===== src/sv/aps_pkg.sv =====
// Shared types and constants for the all-to-all peer schedule block.
// No dependencies; every other file imports this package.
package aps_pkg;

    localparam int MAX_RANKS  = 1024;
    localparam int MAX_DIGITS = 10;
    localparam int CFG_W      = 11;
    localparam int RANK_W     = 10;
    localparam int IDX_W      = 4;
    localparam int DIV_STEPS  = CFG_W;

    // Register indexes on the configuration port
    localparam logic [1:0] REG_GROUP_SIZE = 2'd0;
    localparam logic [1:0] REG_OWN_RANK   = 2'd1;
    localparam logic [1:0] REG_SCHED_MODE = 2'd2;

    // Schedule modes
    localparam logic [1:0] MODE_XOR = 2'd0;
    localparam logic [1:0] MODE_LIN = 2'd1;
    localparam logic [1:0] MODE_MIX = 2'd2;

    // Result status codes
    localparam logic [1:0] ST_OK       = 2'd0;
    localparam logic [1:0] ST_XOR_SKIP = 2'd1;
    localparam logic [1:0] ST_RANGE    = 2'd2;

    // Commands from the controller to the datapath
    typedef struct packed {
        logic capture;
        logic fact_init;
        logic fact_div;
        logic fact_push_d;
        logic fact_inc;
        logic fact_close;
        logic digit_init;
        logic digit_div;
        logic digit_comb;
        logic digit_acc;
        logic out_load;
    } t_cmd;

    // Status from the datapath to the controller
    typedef struct packed {
        logic range_err;
        logic mode_mix;
        logic bases_ready;
        logic div_busy;
        logic fn_le1;
        logic rem_zero;
        logic sq_gt;
        logic digits_done;
        logic out_busy;
    } t_stat;

endpackage


===== src/sv/aps_datapath.sv =====
// Datapath: configuration registers, factor table, shared two-lane divider,
// digit accumulators and the output register. Depends on aps_pkg.
module aps_datapath import aps_pkg::*; (
    input  logic              i_clk,
    input  logic              i_rst_n,
    input  logic              i_cfg_we,
    input  logic [1:0]        i_cfg_index,
    input  logic [CFG_W-1:0]  i_cfg_data,
    input  logic [RANK_W-1:0] i_step_index,
    input  logic              i_ready,
    input  t_cmd              i_cmd,
    output t_stat             o_stat,
    output logic              o_valid,
    output logic [RANK_W-1:0] o_dest_rank,
    output logic [RANK_W-1:0] o_src_rank,
    output logic [1:0]        o_status
);

    logic [CFG_W-1:0]  r_gs;
    logic [RANK_W-1:0] r_own;
    logic [1:0]        r_mode;
    logic              r_ready_tab;
    logic [IDX_W-1:0]  r_cnt;
    logic [CFG_W-1:0]  r_bases [MAX_DIGITS];
    logic [RANK_W-1:0] r_step;

    logic [CFG_W-1:0]  r_fn, r_fd;
    logic [CFG_W-1:0]  r_dq_a, r_dr_a, r_dq_b, r_dr_b, r_dvs;
    logic              r_dbusy;
    logic [IDX_W-1:0]  r_dcnt;

    logic [CFG_W-1:0]  r_tr, r_ts, r_sa, r_ss, r_w, r_pa, r_ps;
    logic [IDX_W-1:0]  r_k;

    logic              r_ov;
    logic [RANK_W-1:0] r_sp, r_rp;
    logic [1:0]        r_st;

    logic [CFG_W:0]    t_a, t_b, dvs_x;
    logic              ge_a, ge_b;
    logic [CFG_W:0]    fd_inc;
    logic [2*CFG_W+1:0] sq;
    logic [IDX_W-1:0]  base_idx;
    logic [CFG_W:0]    dsum, dsub;
    logic [CFG_W-1:0]  dd_a, dd_s;
    logic [2*CFG_W-1:0] prod_a, prod_s, prod_w;
    logic              range_err, pow2;
    logic [CFG_W:0]    lin_s, lin_r;
    logic [RANK_W-1:0] n_sp, n_rp;
    logic [1:0]        n_st;

    // Range check on the captured step and power-of-two test on the group size
    assign range_err = (r_gs == '0) || (r_gs > CFG_W'(MAX_RANKS))
                     || ({1'b0, r_step} >= r_gs) || ({1'b0, r_own} >= r_gs);
    assign pow2 = ((r_gs & (r_gs - CFG_W'(1))) == '0);

    // Divider iteration, one quotient bit per cycle on both lanes
    assign dvs_x = {1'b0, r_dvs};
    assign t_a   = {r_dr_a, r_dq_a[CFG_W-1]};
    assign t_b   = {r_dr_b, r_dq_b[CFG_W-1]};
    assign ge_a  = (t_a >= dvs_x);
    assign ge_b  = (t_b >= dvs_x);

    // Trial divisor square test for the next candidate
    assign fd_inc = {1'b0, r_fd} + (CFG_W+1)'(1);
    assign sq     = fd_inc * fd_inc;

    // Digit bases are stored smallest first; walk them largest first
    assign base_idx = r_cnt - IDX_W'(1) - r_k;

    // Digit-wise add and subtract modulo the current base
    assign dsum = {1'b0, r_dr_a} + {1'b0, r_dr_b};
    assign dsub = {1'b0, r_dr_a} + dvs_x - {1'b0, r_dr_b};
    assign dd_a = (dsum >= dvs_x) ? CFG_W'(dsum - dvs_x) : dsum[CFG_W-1:0];
    assign dd_s = (r_dr_a >= r_dr_b) ? (r_dr_a - r_dr_b) : dsub[CFG_W-1:0];
    assign prod_a = dd_a * r_w;
    assign prod_s = dd_s * r_w;
    assign prod_w = r_w * r_dvs;

    // Linear rotation
    always_comb begin
        lin_s = {2'b0, r_own} + {2'b0, r_step};
        if (lin_s >= {1'b0, r_gs}) begin
            lin_s = lin_s - {1'b0, r_gs};
        end
        if (r_own >= r_step) begin
            lin_r = {2'b0, r_own - r_step};
        end else begin
            lin_r = {2'b0, r_own} + {1'b0, r_gs} - {2'b0, r_step};
        end
    end

    // Select the result by mode
    always_comb begin
        n_sp = '0;
        n_rp = '0;
        n_st = ST_OK;
        if (range_err) begin
            n_st = ST_RANGE;
        end else begin
            case (r_mode)
                MODE_XOR: begin
                    if (!pow2) begin
                        n_st = ST_XOR_SKIP;
                    end else begin
                        n_sp = r_own ^ r_step;
                        n_rp = r_own ^ r_step;
                    end
                end
                MODE_MIX: begin
                    n_sp = r_sa[RANK_W-1:0];
                    n_rp = r_ss[RANK_W-1:0];
                end
                default: begin
                    n_sp = lin_s[RANK_W-1:0];
                    n_rp = lin_r[RANK_W-1:0];
                end
            endcase
        end
    end

    // Configuration, table state, divider control and output valid
    always_ff @(posedge i_clk) begin
        if (!i_rst_n) begin
            r_gs        <= CFG_W'(1);
            r_own       <= '0;
            r_mode      <= MODE_XOR;
            r_ready_tab <= 1'b0;
            r_cnt       <= '0;
            r_dbusy     <= 1'b0;
            r_dcnt      <= '0;
            r_ov        <= 1'b0;
        end else begin
            if (i_cfg_we) begin
                case (i_cfg_index)
                    REG_GROUP_SIZE: begin
                        r_gs        <= i_cfg_data;
                        r_ready_tab <= 1'b0;
                    end
                    REG_OWN_RANK:   r_own  <= i_cfg_data[RANK_W-1:0];
                    REG_SCHED_MODE: r_mode <= i_cfg_data[1:0];
                    default: ;
                endcase
            end
            if (i_cmd.fact_init) begin
                r_cnt <= '0;
            end
            if (i_cmd.fact_push_d) begin
                r_cnt <= r_cnt + IDX_W'(1);
            end
            if (i_cmd.fact_close) begin
                r_ready_tab <= 1'b1;
                if (r_fn > CFG_W'(1)) begin
                    r_cnt <= r_cnt + IDX_W'(1);
                end
            end
            if (i_cmd.fact_div || i_cmd.digit_div) begin
                r_dbusy <= 1'b1;
                r_dcnt  <= '0;
            end else if (r_dbusy) begin
                r_dcnt <= r_dcnt + IDX_W'(1);
                if (r_dcnt == IDX_W'(DIV_STEPS - 1)) begin
                    r_dbusy <= 1'b0;
                end
            end
            if (i_cmd.out_load) begin
                r_ov <= 1'b1;
            end else if (i_ready) begin
                r_ov <= 1'b0;
            end
        end
    end

    // Payload registers
    always_ff @(posedge i_clk) begin
        if (i_cmd.capture) begin
            r_step <= i_step_index;
        end
        if (i_cmd.fact_init) begin
            r_fn <= r_gs;
            r_fd <= CFG_W'(2);
        end
        if (i_cmd.fact_push_d) begin
            r_bases[r_cnt] <= r_fd;
            r_fn           <= r_dq_a;
        end
        if (i_cmd.fact_inc) begin
            r_fd <= fd_inc[CFG_W-1:0];
        end
        if (i_cmd.fact_close && (r_fn > CFG_W'(1))) begin
            r_bases[r_cnt] <= r_fn;
        end
        // Load or iterate the divider
        if (i_cmd.fact_div) begin
            r_dq_a <= r_fn;
            r_dr_a <= '0;
            r_dq_b <= '0;
            r_dr_b <= '0;
            r_dvs  <= r_fd;
        end else if (i_cmd.digit_div) begin
            r_dq_a <= r_tr;
            r_dr_a <= '0;
            r_dq_b <= r_ts;
            r_dr_b <= '0;
            r_dvs  <= r_bases[base_idx];
        end else if (r_dbusy) begin
            r_dr_a <= ge_a ? CFG_W'(t_a - dvs_x) : t_a[CFG_W-1:0];
            r_dq_a <= {r_dq_a[CFG_W-2:0], ge_a};
            r_dr_b <= ge_b ? CFG_W'(t_b - dvs_x) : t_b[CFG_W-1:0];
            r_dq_b <= {r_dq_b[CFG_W-2:0], ge_b};
        end
        // Digit walk
        if (i_cmd.digit_init) begin
            r_tr <= {1'b0, r_own};
            r_ts <= {1'b0, r_step};
            r_sa <= '0;
            r_ss <= '0;
            r_w  <= CFG_W'(1);
            r_k  <= '0;
        end
        if (i_cmd.digit_comb) begin
            r_pa <= prod_a[CFG_W-1:0];
            r_ps <= prod_s[CFG_W-1:0];
            r_tr <= r_dq_a;
            r_ts <= r_dq_b;
        end
        if (i_cmd.digit_acc) begin
            r_sa <= r_sa + r_pa;
            r_ss <= r_ss + r_ps;
            r_w  <= prod_w[CFG_W-1:0];
            r_k  <= r_k + IDX_W'(1);
        end
        if (i_cmd.out_load) begin
            r_sp <= n_sp;
            r_rp <= n_rp;
            r_st <= n_st;
        end
    end

    assign o_stat.range_err   = range_err;
    assign o_stat.mode_mix    = (r_mode == MODE_MIX);
    assign o_stat.bases_ready = r_ready_tab;
    assign o_stat.div_busy    = r_dbusy;
    assign o_stat.fn_le1      = (r_fn <= CFG_W'(1));
    assign o_stat.rem_zero    = (r_dr_a == '0);
    assign o_stat.sq_gt       = (sq > {{(CFG_W+2){1'b0}}, r_fn});
    assign o_stat.digits_done = (r_k == r_cnt);
    assign o_stat.out_busy    = r_ov && !i_ready;

    assign o_valid     = r_ov;
    assign o_dest_rank = r_sp;
    assign o_src_rank  = r_rp;
    assign o_status    = r_st;

endmodule


===== src/sv/aps_ctrl.sv =====
// Controller state machine: sequences range check, factor table build,
// digit walk and output load. Depends on aps_pkg.
module aps_ctrl import aps_pkg::*; (
    input  logic  i_clk,
    input  logic  i_rst_n,
    input  logic  i_valid,
    input  t_stat i_stat,
    output logic  o_ready,
    output t_cmd  o_cmd
);

    typedef enum logic [11:0] {
        S_IDLE   = 12'b0000_0000_0001,
        S_EVAL   = 12'b0000_0000_0010,
        S_FINIT  = 12'b0000_0000_0100,
        S_FSTART = 12'b0000_0000_1000,
        S_FDIV   = 12'b0000_0001_0000,
        S_FRES   = 12'b0000_0010_0000,
        S_DINIT  = 12'b0000_0100_0000,
        S_DCHK   = 12'b0000_1000_0000,
        S_DDIV   = 12'b0001_0000_0000,
        S_DCOMB  = 12'b0010_0000_0000,
        S_DACC   = 12'b0100_0000_0000,
        S_DONE   = 12'b1000_0000_0000
    } t_state;

    t_state r_state, n_state;

    always_ff @(posedge i_clk) begin
        if (!i_rst_n) begin
            r_state <= S_IDLE;
        end else begin
            r_state <= n_state;
        end
    end

    // Next state and commands
    always_comb begin
        n_state = r_state;
        o_cmd   = '0;
        case (r_state)
            S_IDLE: begin
                if (i_valid) begin
                    o_cmd.capture = 1'b1;
                    n_state = S_EVAL;
                end
            end
            S_EVAL: begin
                if (i_stat.range_err || !i_stat.mode_mix) begin
                    n_state = S_DONE;
                end else if (!i_stat.bases_ready) begin
                    n_state = S_FINIT;
                end else begin
                    n_state = S_DINIT;
                end
            end
            S_FINIT: begin
                o_cmd.fact_init = 1'b1;
                n_state = S_FSTART;
            end
            S_FSTART: begin
                if (i_stat.fn_le1) begin
                    o_cmd.fact_close = 1'b1;
                    n_state = S_DINIT;
                end else begin
                    o_cmd.fact_div = 1'b1;
                    n_state = S_FDIV;
                end
            end
            S_FDIV: begin
                if (!i_stat.div_busy) begin
                    n_state = S_FRES;
                end
            end
            S_FRES: begin
                if (i_stat.rem_zero) begin
                    o_cmd.fact_push_d = 1'b1;
                    n_state = S_FSTART;
                end else if (i_stat.sq_gt) begin
                    o_cmd.fact_close = 1'b1;
                    n_state = S_DINIT;
                end else begin
                    o_cmd.fact_inc = 1'b1;
                    n_state = S_FSTART;
                end
            end
            S_DINIT: begin
                o_cmd.digit_init = 1'b1;
                n_state = S_DCHK;
            end
            S_DCHK: begin
                if (i_stat.digits_done) begin
                    n_state = S_DONE;
                end else begin
                    o_cmd.digit_div = 1'b1;
                    n_state = S_DDIV;
                end
            end
            S_DDIV: begin
                if (!i_stat.div_busy) begin
                    n_state = S_DCOMB;
                end
            end
            S_DCOMB: begin
                o_cmd.digit_comb = 1'b1;
                n_state = S_DACC;
            end
            S_DACC: begin
                o_cmd.digit_acc = 1'b1;
                n_state = S_DCHK;
            end
            S_DONE: begin
                if (!i_stat.out_busy) begin
                    o_cmd.out_load = 1'b1;
                    n_state = S_IDLE;
                end
            end
            default: begin
                n_state = S_IDLE;
            end
        endcase
    end

    assign o_ready = (r_state == S_IDLE);

endmodule


===== src/sv/alltoall_peer_schedule.sv =====
// Top level of the all-to-all peer schedule block.
// Instantiates aps_ctrl and aps_datapath; depends on aps_pkg.
//
//  channel   | handshake            | word
//  ----------+----------------------+------------------------------------
//  step in   | i_valid / o_ready    | i_step_index
//  peers out | o_valid / i_ready    | o_dest_rank, o_src_rank, o_status
//  config    | i_cfg_we             | i_cfg_index, i_cfg_data
//
// XOR, linear or range error: the controller goes from evaluate straight to done.
// Mixed radix: each digit base is divided out on the shared divider; the first
// word after a group size change also builds the factor table by trial division.
// Synchronous active-low reset; a held result does not block a new word.
module alltoall_peer_schedule import aps_pkg::*; (
    input  logic              i_clk,
    input  logic              i_rst_n,
    input  logic              i_valid,
    output logic              o_ready,
    input  logic [RANK_W-1:0] i_step_index,
    output logic              o_valid,
    input  logic              i_ready,
    output logic [RANK_W-1:0] o_dest_rank,
    output logic [RANK_W-1:0] o_src_rank,
    output logic [1:0]        o_status,
    input  logic              i_cfg_we,
    input  logic [1:0]        i_cfg_index,
    input  logic [CFG_W-1:0]  i_cfg_data
);

    t_cmd  cmd;
    t_stat stat;

    aps_ctrl u_ctrl (
        .i_clk   (i_clk),
        .i_rst_n (i_rst_n),
        .i_valid (i_valid),
        .i_stat  (stat),
        .o_ready (o_ready),
        .o_cmd   (cmd)
    );

    aps_datapath u_dp (
        .i_clk        (i_clk),
        .i_rst_n      (i_rst_n),
        .i_cfg_we     (i_cfg_we),
        .i_cfg_index  (i_cfg_index),
        .i_cfg_data   (i_cfg_data),
        .i_step_index (i_step_index),
        .i_ready      (i_ready),
        .i_cmd        (cmd),
        .o_stat       (stat),
        .o_valid      (o_valid),
        .o_dest_rank  (o_dest_rank),
        .o_src_rank   (o_src_rank),
        .o_status     (o_status)
    );

endmodule


===== config.mk =====
export PLATFORM = sky130hd
export DESIGN_NAME = alltoall_peer_schedule
export DESIGN_NICKNAME = d
export VERILOG_FILES = /design/src/sv/aps_pkg.sv /design/src/sv/aps_datapath.sv /design/src/sv/aps_ctrl.sv /design/src/sv/alltoall_peer_schedule.sv
export SDC_FILE = /design/constraint.sdc
export NUM_CORES = 1
export LEC_CHECK = 0
export ABC_CLOCK_PERIOD_IN_PS = 23300
export BUFFER_PORTS_ARGS = -buffer_cell sky130_fd_sc_hd__buf_4
export CORE_MARGIN = 2
export CORE_UTILIZATION = 30
export CTS_CLUSTER_SIZE = 8
export DETAILED_ROUTE_END_ITERATION = 10
export GPL_ROUTABILITY_DRIVEN = 1
export PLACE_DENSITY_LB_ADDON = 0.2
export REMOVE_ABC_BUFFERS = 1
export SLEW_MARGIN = 5
export SYNTH_ARGS = -nofsm -noshare
export SYNTH_HDL_FRONTEND = slang
export SYNTH_SLANG_ARGS = --single-unit
export TNS_END_PERCENT = 10

===== constraint.sdc =====
create_clock -name i_clk -period 23.3 [get_ports i_clk]
set_input_delay 4.66 -clock i_clk [delete_from_list [all_inputs] [get_ports i_clk]]
set_output_delay 4.66 -clock i_clk [all_outputs]
set_load 0.02 [all_outputs]

==> impl_metrics.toml, run 1 <==
[status]
result_of_the_run = "finished clean"

[global_routing]
number_of_global_route_vias_before_repair = 20880
grt_pass1_wl_um = 123400
globalRouteTotalUtil_pct = 16.01
gr-total-overflow = 0
antenna_found_initial = 3
grt_start_max_net_pins = 60

[hold_path]
start_point_of_the_worst_hold_path = "u_dp.r_ready_tab"
worstHoldPathType = "reg2reg"
hold-path-endpoint = "u_ctrl.r_state[2]"
worstHoldPathCells = 1

[clock_tree]
clock_latency_ps = 610
cts_tree = "built"
tritoncts.num_buffers = 50
clk_pin_slew_worst_paths_ps = 50
cts-hold-fix-buffers = 0
clock-root-buffer = "sky130_fd_sc_hd__clkbuf_16"
clock_path_buffers = 3
post-cts-setup-buffer-count = 0
ctsResizeCount = 0
clock_sink_count = 341
htree_num_levels = 2

[yosys]
syn-mean-instance-area_um2 = 9.705
synth.yosys.warnings = 0
ys_async_sr_fraction_pct = 0
synth_area_um2 = 29120
ys_seq_elements = 341
syn-instance-count = 3000
synth-edff-count = 262
ys_dominant_reg_cell = "sky130_fd_sc_hd__edfxtp_1"
ys_seq_area_share_pct = 32.45
count_of_distinct_cell_types_in_the_synthesized_netlist = 87

[cells_and_area]
post_route_cells_drive_above_1_share_pct = 7.350
largest_registers = "u_dp.r_bases (110), u_ctrl.r_state (12)"
antenna_cells_inserted = 0
post-route-util_pct = 33.67
final-instance-count-excl-fill = 4351
mostFrequentLayoutCell = "sky130_fd_sc_hd__inv_1"
area.growth.synth_to_final_pct = 11.50
regMostFlops = "u_dp.r_bases"
largest_register_ffs = 110
layout.cells.most_common_list = "sky130_fd_sc_hd__inv_1, sky130_fd_sc_hd__ha_1, sky130_fd_sc_hd__nor2_1, sky130_fd_sc_hd__edfxtp_1, sky130_fd_sc_hd__nand2_1"
design.final.nets = 3537

[sta]
tns_ps = 0
hold_ws_ps = 445.5
timing.final.crit_share_pct = 37.46
timing_hold_violations_final = 0
fmax_ghz = 0.1146
worst_slew_pin_slew_ps = 1124
slew_viol_final = 0
fin_skew_ps = 44.44
fin_crit_ps = 8729
slew_limit_headroom_pct = 24.72
setup_repair_after_global_routing_missed_its_margin = "false"
setup_viol = 0

[floorplanning]
total_number_of_placement_rows = 114
start_util_pct = 30.20
fp.dieArea_um2 = 99560
core_um2 = 96420
fp.dieW_um = 315.5
die_y_um = 315.5
boundaryPins = 52

[worst_setup_path]
critPathArrivalTime_ps = 8910
worstSetupEndpointType = "register"
crit_path_max_incr_delay_ps = 630
critPathMostFrequentCell = "sky130_fd_sc_hd__inv_1"
worstSetupPathType = "reg2reg"
cp.required_ps = 23480
worst_r2r_path_depth = 27
worst_setup_sp_type = "register"
path_max_fanout = 20
crit_path_top_delay_cell = "sky130_fd_sc_hd__nand2_1"
regToRegStartpoint = "u_dp.r_fd[0]"
r2r_setup_slack_ps = 14570
worst_r2r_endpoint = "u_dp.r_bases[6][8]"

[routing]
drt-initial-drc-count = 1332
via_per_inst = 4.747
route.detailed.drc = 0
antenna_left = 0
vias = 20653
drt_pass1_iterations = 7
routed_wire_length_per_instance_um = 18.17
detail_route.wirelength_um = 79060

[placed_design]
last_weighted_congestion_value_of_the_routability_driven_placer = 0.8457
placedCellCount = 4258
buffer_ports.inserted = 51
dp_hpwl_um = 60440

[flow_run]
cap_viol_max_count = 0

[pwr]
totalPowerFinal_mw = 5.128
irDropWorstVdd_uv = 362.1
cellPowerDensity_nw_per_um2 = 158.0
total_leakage_power_nw = 14.23
## logic make-up after synthesis
logic type,Yosys count,synth area share [%]
AND/OR/NAND/NOR,851,13.98
buffers and inverters,547,7.151
flip-flops,341,32.45
XOR/XNOR,181,5.539
adder cells (fa/ha/maj),475,25.03
multiplexers,109,4.903
AO/OA/AOI/OAI,494,10.92
other,2,0.02579
## how the worst max path moves through the flow
stage / startpoint / to / slack (ps) / depth (start not counted)
floorplan: u_dp.r_dr_b[1] / u_dp.r_pa[9] / 15450 / 35
finish: u_dp.r_fd[0] / u_dp.r_bases[6][8] / 14570 / 27
global route: u_dp.r_dr_b[1] / u_dp.r_pa[9] / 13840 / 33
CTS: u_dp.r_fd[0] / u_dp.r_bases[2][8] / 14500 / 27
global placement: u_dp.r_dr_b[1] / u_dp.r_pa[9] / 14680 / 33
detailed placement: u_dp.r_dr_b[1] / u_dp.r_pa[9] / 14520 / 33
## final cells by class
type                            count  area [µm²]
Timing Repair Buffer               76       570.5
Clock buffer                       89        1460
Multi-Input combinational cell   2119       17670
Sequential cell                   341        9450
Tap cell                         1276        1597
Inverter                          446        1674
Fill cell                        9962       63960
Clock inverter                      4       38.79
## synthesized netlist by cell type, types with 10 or more instances
master | n | area, µm²
sky130_fd_sc_hd__a211oi_1 | 24 | 180.2
sky130_fd_sc_hd__a21boi_0 | 14 | 105.1
sky130_fd_sc_hd__a21o_1 | 49 | 367.9
sky130_fd_sc_hd__a21oi_1 | 145 | 725.7
sky130_fd_sc_hd__a221oi_1 | 20 | 175.2
sky130_fd_sc_hd__a31oi_1 | 10 | 62.56
sky130_fd_sc_hd__and2_1 | 89 | 556.8
sky130_fd_sc_hd__clkbuf_1 | 83 | 311.6
sky130_fd_sc_hd__dfxtp_1 | 79 | 1582
sky130_fd_sc_hd__edfxtp_1 | 262 | 7868
sky130_fd_sc_hd__fa_1 | 179 | 3583
sky130_fd_sc_hd__ha_1 | 296 | 3704
sky130_fd_sc_hd__inv_1 | 444 | 1667
sky130_fd_sc_hd__mux2_2 | 27 | 304.0
sky130_fd_sc_hd__mux2i_1 | 56 | 560.5
sky130_fd_sc_hd__mux4_2 | 22 | 495.5
sky130_fd_sc_hd__nand2_1 | 251 | 942.2
sky130_fd_sc_hd__nand2b_1 | 33 | 206.5
sky130_fd_sc_hd__nand3_1 | 29 | 145.1
sky130_fd_sc_hd__nand4_1 | 27 | 168.9
sky130_fd_sc_hd__nor2_1 | 267 | 1002
sky130_fd_sc_hd__nor2b_1 | 49 | 306.5
sky130_fd_sc_hd__nor3_1 | 37 | 185.2
sky130_fd_sc_hd__o21a_1 | 12 | 90.09
sky130_fd_sc_hd__o21ai_0 | 124 | 620.6
sky130_fd_sc_hd__o21bai_1 | 21 | 157.7
sky130_fd_sc_hd__o31a_1 | 11 | 96.34
sky130_fd_sc_hd__xnor2_1 | 126 | 1104
sky130_fd_sc_hd__xor2_1 | 53 | 464.2
## metrics by stage
step	setup slack, ps	cell area [µm²]
2_1_floorplan	15450	28730
3_3_place_gp	14680	30970
3_5_place_dp	14520	30970
4_1_cts	14500	32460
5_1_grt	13840	32460
6_report	14570	32460
## worst max-delay path: cells and delay by family (launching register included)
family	cells	cell delay, ps
mux	1	100
buf+inv	6	600
fa+ha+maj	6	2810
flops	1	620
xor+xnor	1	610
simple gates	6	1660
compound gates	7	1880
## routing by layer
layer | track usage (%) | wire length, µm | up-vias | part of all wire [%]
li1 | - | - | 10214 | -
met1 | 22.77 | 39120 | 10031 | 49
met2 | 25.64 | 35540 | 313 | 45
met3 | 2.519 | 2901 | 91 | 3.7
met4 | 3.425 | 1465 | 4 | 1.9
met5 | 0 | 27 | - | 0.034
## report_power, final
part | internal, mW | leakage, nW | switching, mW
combinational | 1.71 | 10.3 | 1.86
sequential | 0.823 | 3.25 | 0.0235
clock | 0.420 | 0.716 | 0.285
total | 2.96 | 14.2 | 2.17
No activity file was read; power rests on OpenSTA's default activity.
==> inputs of run 2 (changes only) <==
ABC_CLOCK_PERIOD_IN_PS = 8100   (was 23300)
clock period = 8.1 ns   (was 23.3 ns; I/O delays follow)
==> impl_metrics.toml, run 2 (synthesized netlist as in run 1, its figures left out) <==
[clock_tree]
htree_num_levels = 2
clock-root-buffer = "sky130_fd_sc_hd__clkbuf_16"
clock_path_buffers = 3
cts_tree = "built"
clock_latency_ps = 610
clock_sink_count = 341
clk_pin_slew_worst_paths_ps = 60
tritoncts.num_buffers = 50
cts-hold-fix-buffers = 0

[worst_setup_path]
path_max_fanout = 7
worst_r2r_path_depth = 38
crit_path_max_incr_delay_ps = 540
cp.required_ps = 8460
cp-startpoint = "u_dp.r_dr_b[1]"
critPathArrivalTime_ps = 8060
worst_setup_sp_type = "register"
r2r_setup_slack_ps = 410
crit_path_top_delay_cell = "sky130_fd_sc_hd__fa_1"
worstSetupEndpointType = "register"
worst_r2r_endpoint = "u_dp.r_pa[9]"
critPathMostFrequentCell = "sky130_fd_sc_hd__xnor2_1"
regToRegStartpoint = "u_dp.r_dr_b[1]"
worstSetupPathType = "reg2reg"

[routing]
route.detailed.drc = 0
via_per_inst = 4.700
detail_route.wirelength_um = 78920
antenna_left = 0
routed_wire_length_per_instance_um = 17.80
drt_pass1_iterations = 5
drt-initial-drc-count = 1205
vias = 20841

[cells_and_area]
layout.cells.most_common_list = "sky130_fd_sc_hd__inv_1, sky130_fd_sc_hd__ha_1, sky130_fd_sc_hd__nor2_1, sky130_fd_sc_hd__edfxtp_1, sky130_fd_sc_hd__nand2_1"
regMostFlops = "u_dp.r_bases"
area.growth.synth_to_final_pct = 13.93
mostFrequentLayoutCell = "sky130_fd_sc_hd__inv_1"
final-instance-count-excl-fill = 4434
largest_register_ffs = 110
post_route_cells_drive_above_1_share_pct = 10.32
final_instance_area_um2 = 33170
nFillCells = 10019
antenna_cells_inserted = 0
multiInputGateArea_um2 = 17740
design.final.nets = 3621
largest_registers = "u_dp.r_bases (110), u_ctrl.r_state (12)"
final-seq-area_um2 = 9450

[pwr]
total_leakage_power_nw = 14.67
cellPowerDensity_nw_per_um2 = 460.2
irDropWorstVdd_uv = 1493

[hold_path]
hold-path-endpoint = "u_dp.r_dq_b[9]"
start_point_of_the_worst_hold_path = "u_dp.r_ts[9]"
worstHoldPathType = "reg2reg"
worstHoldPathCells = 2

[placed_design]
buffer_ports.inserted = 51
dp_hpwl_um = 61640
placedCellCount = 4337
post_place_setup_slack_ps = 178.9
last_weighted_congestion_value_of_the_routability_driven_placer = 0.8701
dpl-instance-area_um2 = 31540

[floorplanning]
die_y_um = 315.5
start_util_pct = 30.20
core_um2 = 96420
total_number_of_placement_rows = 114
fp.dieW_um = 315.5
fp.dieArea_um2 = 99560
boundaryPins = 52

[status]
result_of_the_run = "finished clean"

[sta]
setup_repair_after_global_routing_missed_its_margin = "true"
hold_ws_ps = 470.9
worst_slew_pin_slew_ps = 1200
fin_crit_ps = 7694
timing_hold_violations_final = 0
fmax_ghz = 0.1300
post-route-worst-setup-slack_ps = 406.1
setup_viol = 0
timing.final.crit_share_pct = 94.99
fin_skew_ps = 17.74
slew_limit_headroom_pct = 19.67
slew_viol_final = 0

[global_routing]
grt_start_max_net_pins = 60
number_of_global_route_vias_before_repair = 21052
globalRouteTotalUtil_pct = 15.93
grt_pass1_wl_um = 123500
antenna_found_initial = 2
gr-total-overflow = 0

[flow_run]
cap_viol_max_count = 0
==> run 2: changes by cell type in the layout (fill, tap and decap cells not counted), moves of 3 or more <==
cell / before / now
sky130_fd_sc_hd__clkbuf_8: 2 / 5
sky130_fd_sc_hd__and2_2: 0 / 3
sky130_fd_sc_hd__a21oi_1: 144 / 141
sky130_fd_sc_hd__buf_4: 76 / 159
sky130_fd_sc_hd__clkbuf_1: 35 / 32
sky130_fd_sc_hd__and2_1: 89 / 86
sky130_fd_sc_hd__a21oi_2: 0 / 4
==> run 2: final cells by class <==
class                   count  area share [%]
flip-flops and latches    341           28.49
multi-input cells        2119           53.48
clock inverters             5          0.1961
well taps                1276           4.813
repair buffers            160           3.632
clock buffers              87           4.341
inverters                 446           5.047
==> run 2: worst max path at each step <==
stage / to / slack [ps]
floorplan: u_dp.r_pa[9] / 250
global placement: u_dp.r_pa[9] / 250
detailed placement: u_dp.r_pa[9] / 180
CTS: u_dp.r_pa[9] / 180
global route: u_dp.r_pa[9] / -90
finish: u_dp.r_pa[9] / 410
==> run 2: what timing repair did <==
item,in CTS,in global routing
buffers inserted,0,5
resized for setup,0,20
setup endpoints to repair,0,38
==> run 2: through the flow <==
stage                     power (mW)  util, %  TNS (ps)
after floorplan                10.76        -         0
after global placement         13.24    32.71         0
after detailed placement       13.32    32.71         0
after CTS                      15.44    34.28         0
after global routing           16.84    34.40    -91.98
final                          15.26    34.40         0
==> run 2: report_power, final <==
group          switching, mW  internal, mW  total, mW  leakage, nW
registers             0.0373          2.35       2.39         3.25
clock network          0.815          1.20       2.01        0.722
logic                   5.76          5.10       10.9         10.7
total                   6.61          8.65       15.3         14.7
==> run 2: worst max-delay path: cells and delay by family, from the launching register on <==
family / cells / cell delay [ps]
AO/OA/AOI/OAI: 11 / 2010
flip-flops: 1 / 320
AND/OR/NAND/NOR: 6 / 550
adder cells (fa/ha/maj): 8 / 3130
buffers and inverters: 7 / 620
XOR/XNOR: 6 / 790
==> run 2: layer usage <==
| metal | vias up | track usage, % | wire length [µm] |
|---|---|---|---|
| met5 | - | 0 | 8 |
| met4 | 2 | 3.210 | 1248 |
| met2 | 269 | 26.26 | 36600 |
| met3 | 81 | 1.738 | 2324 |
| li1 | 10384 | - | - |
| met1 | 10105 | 22.60 | 38740 |
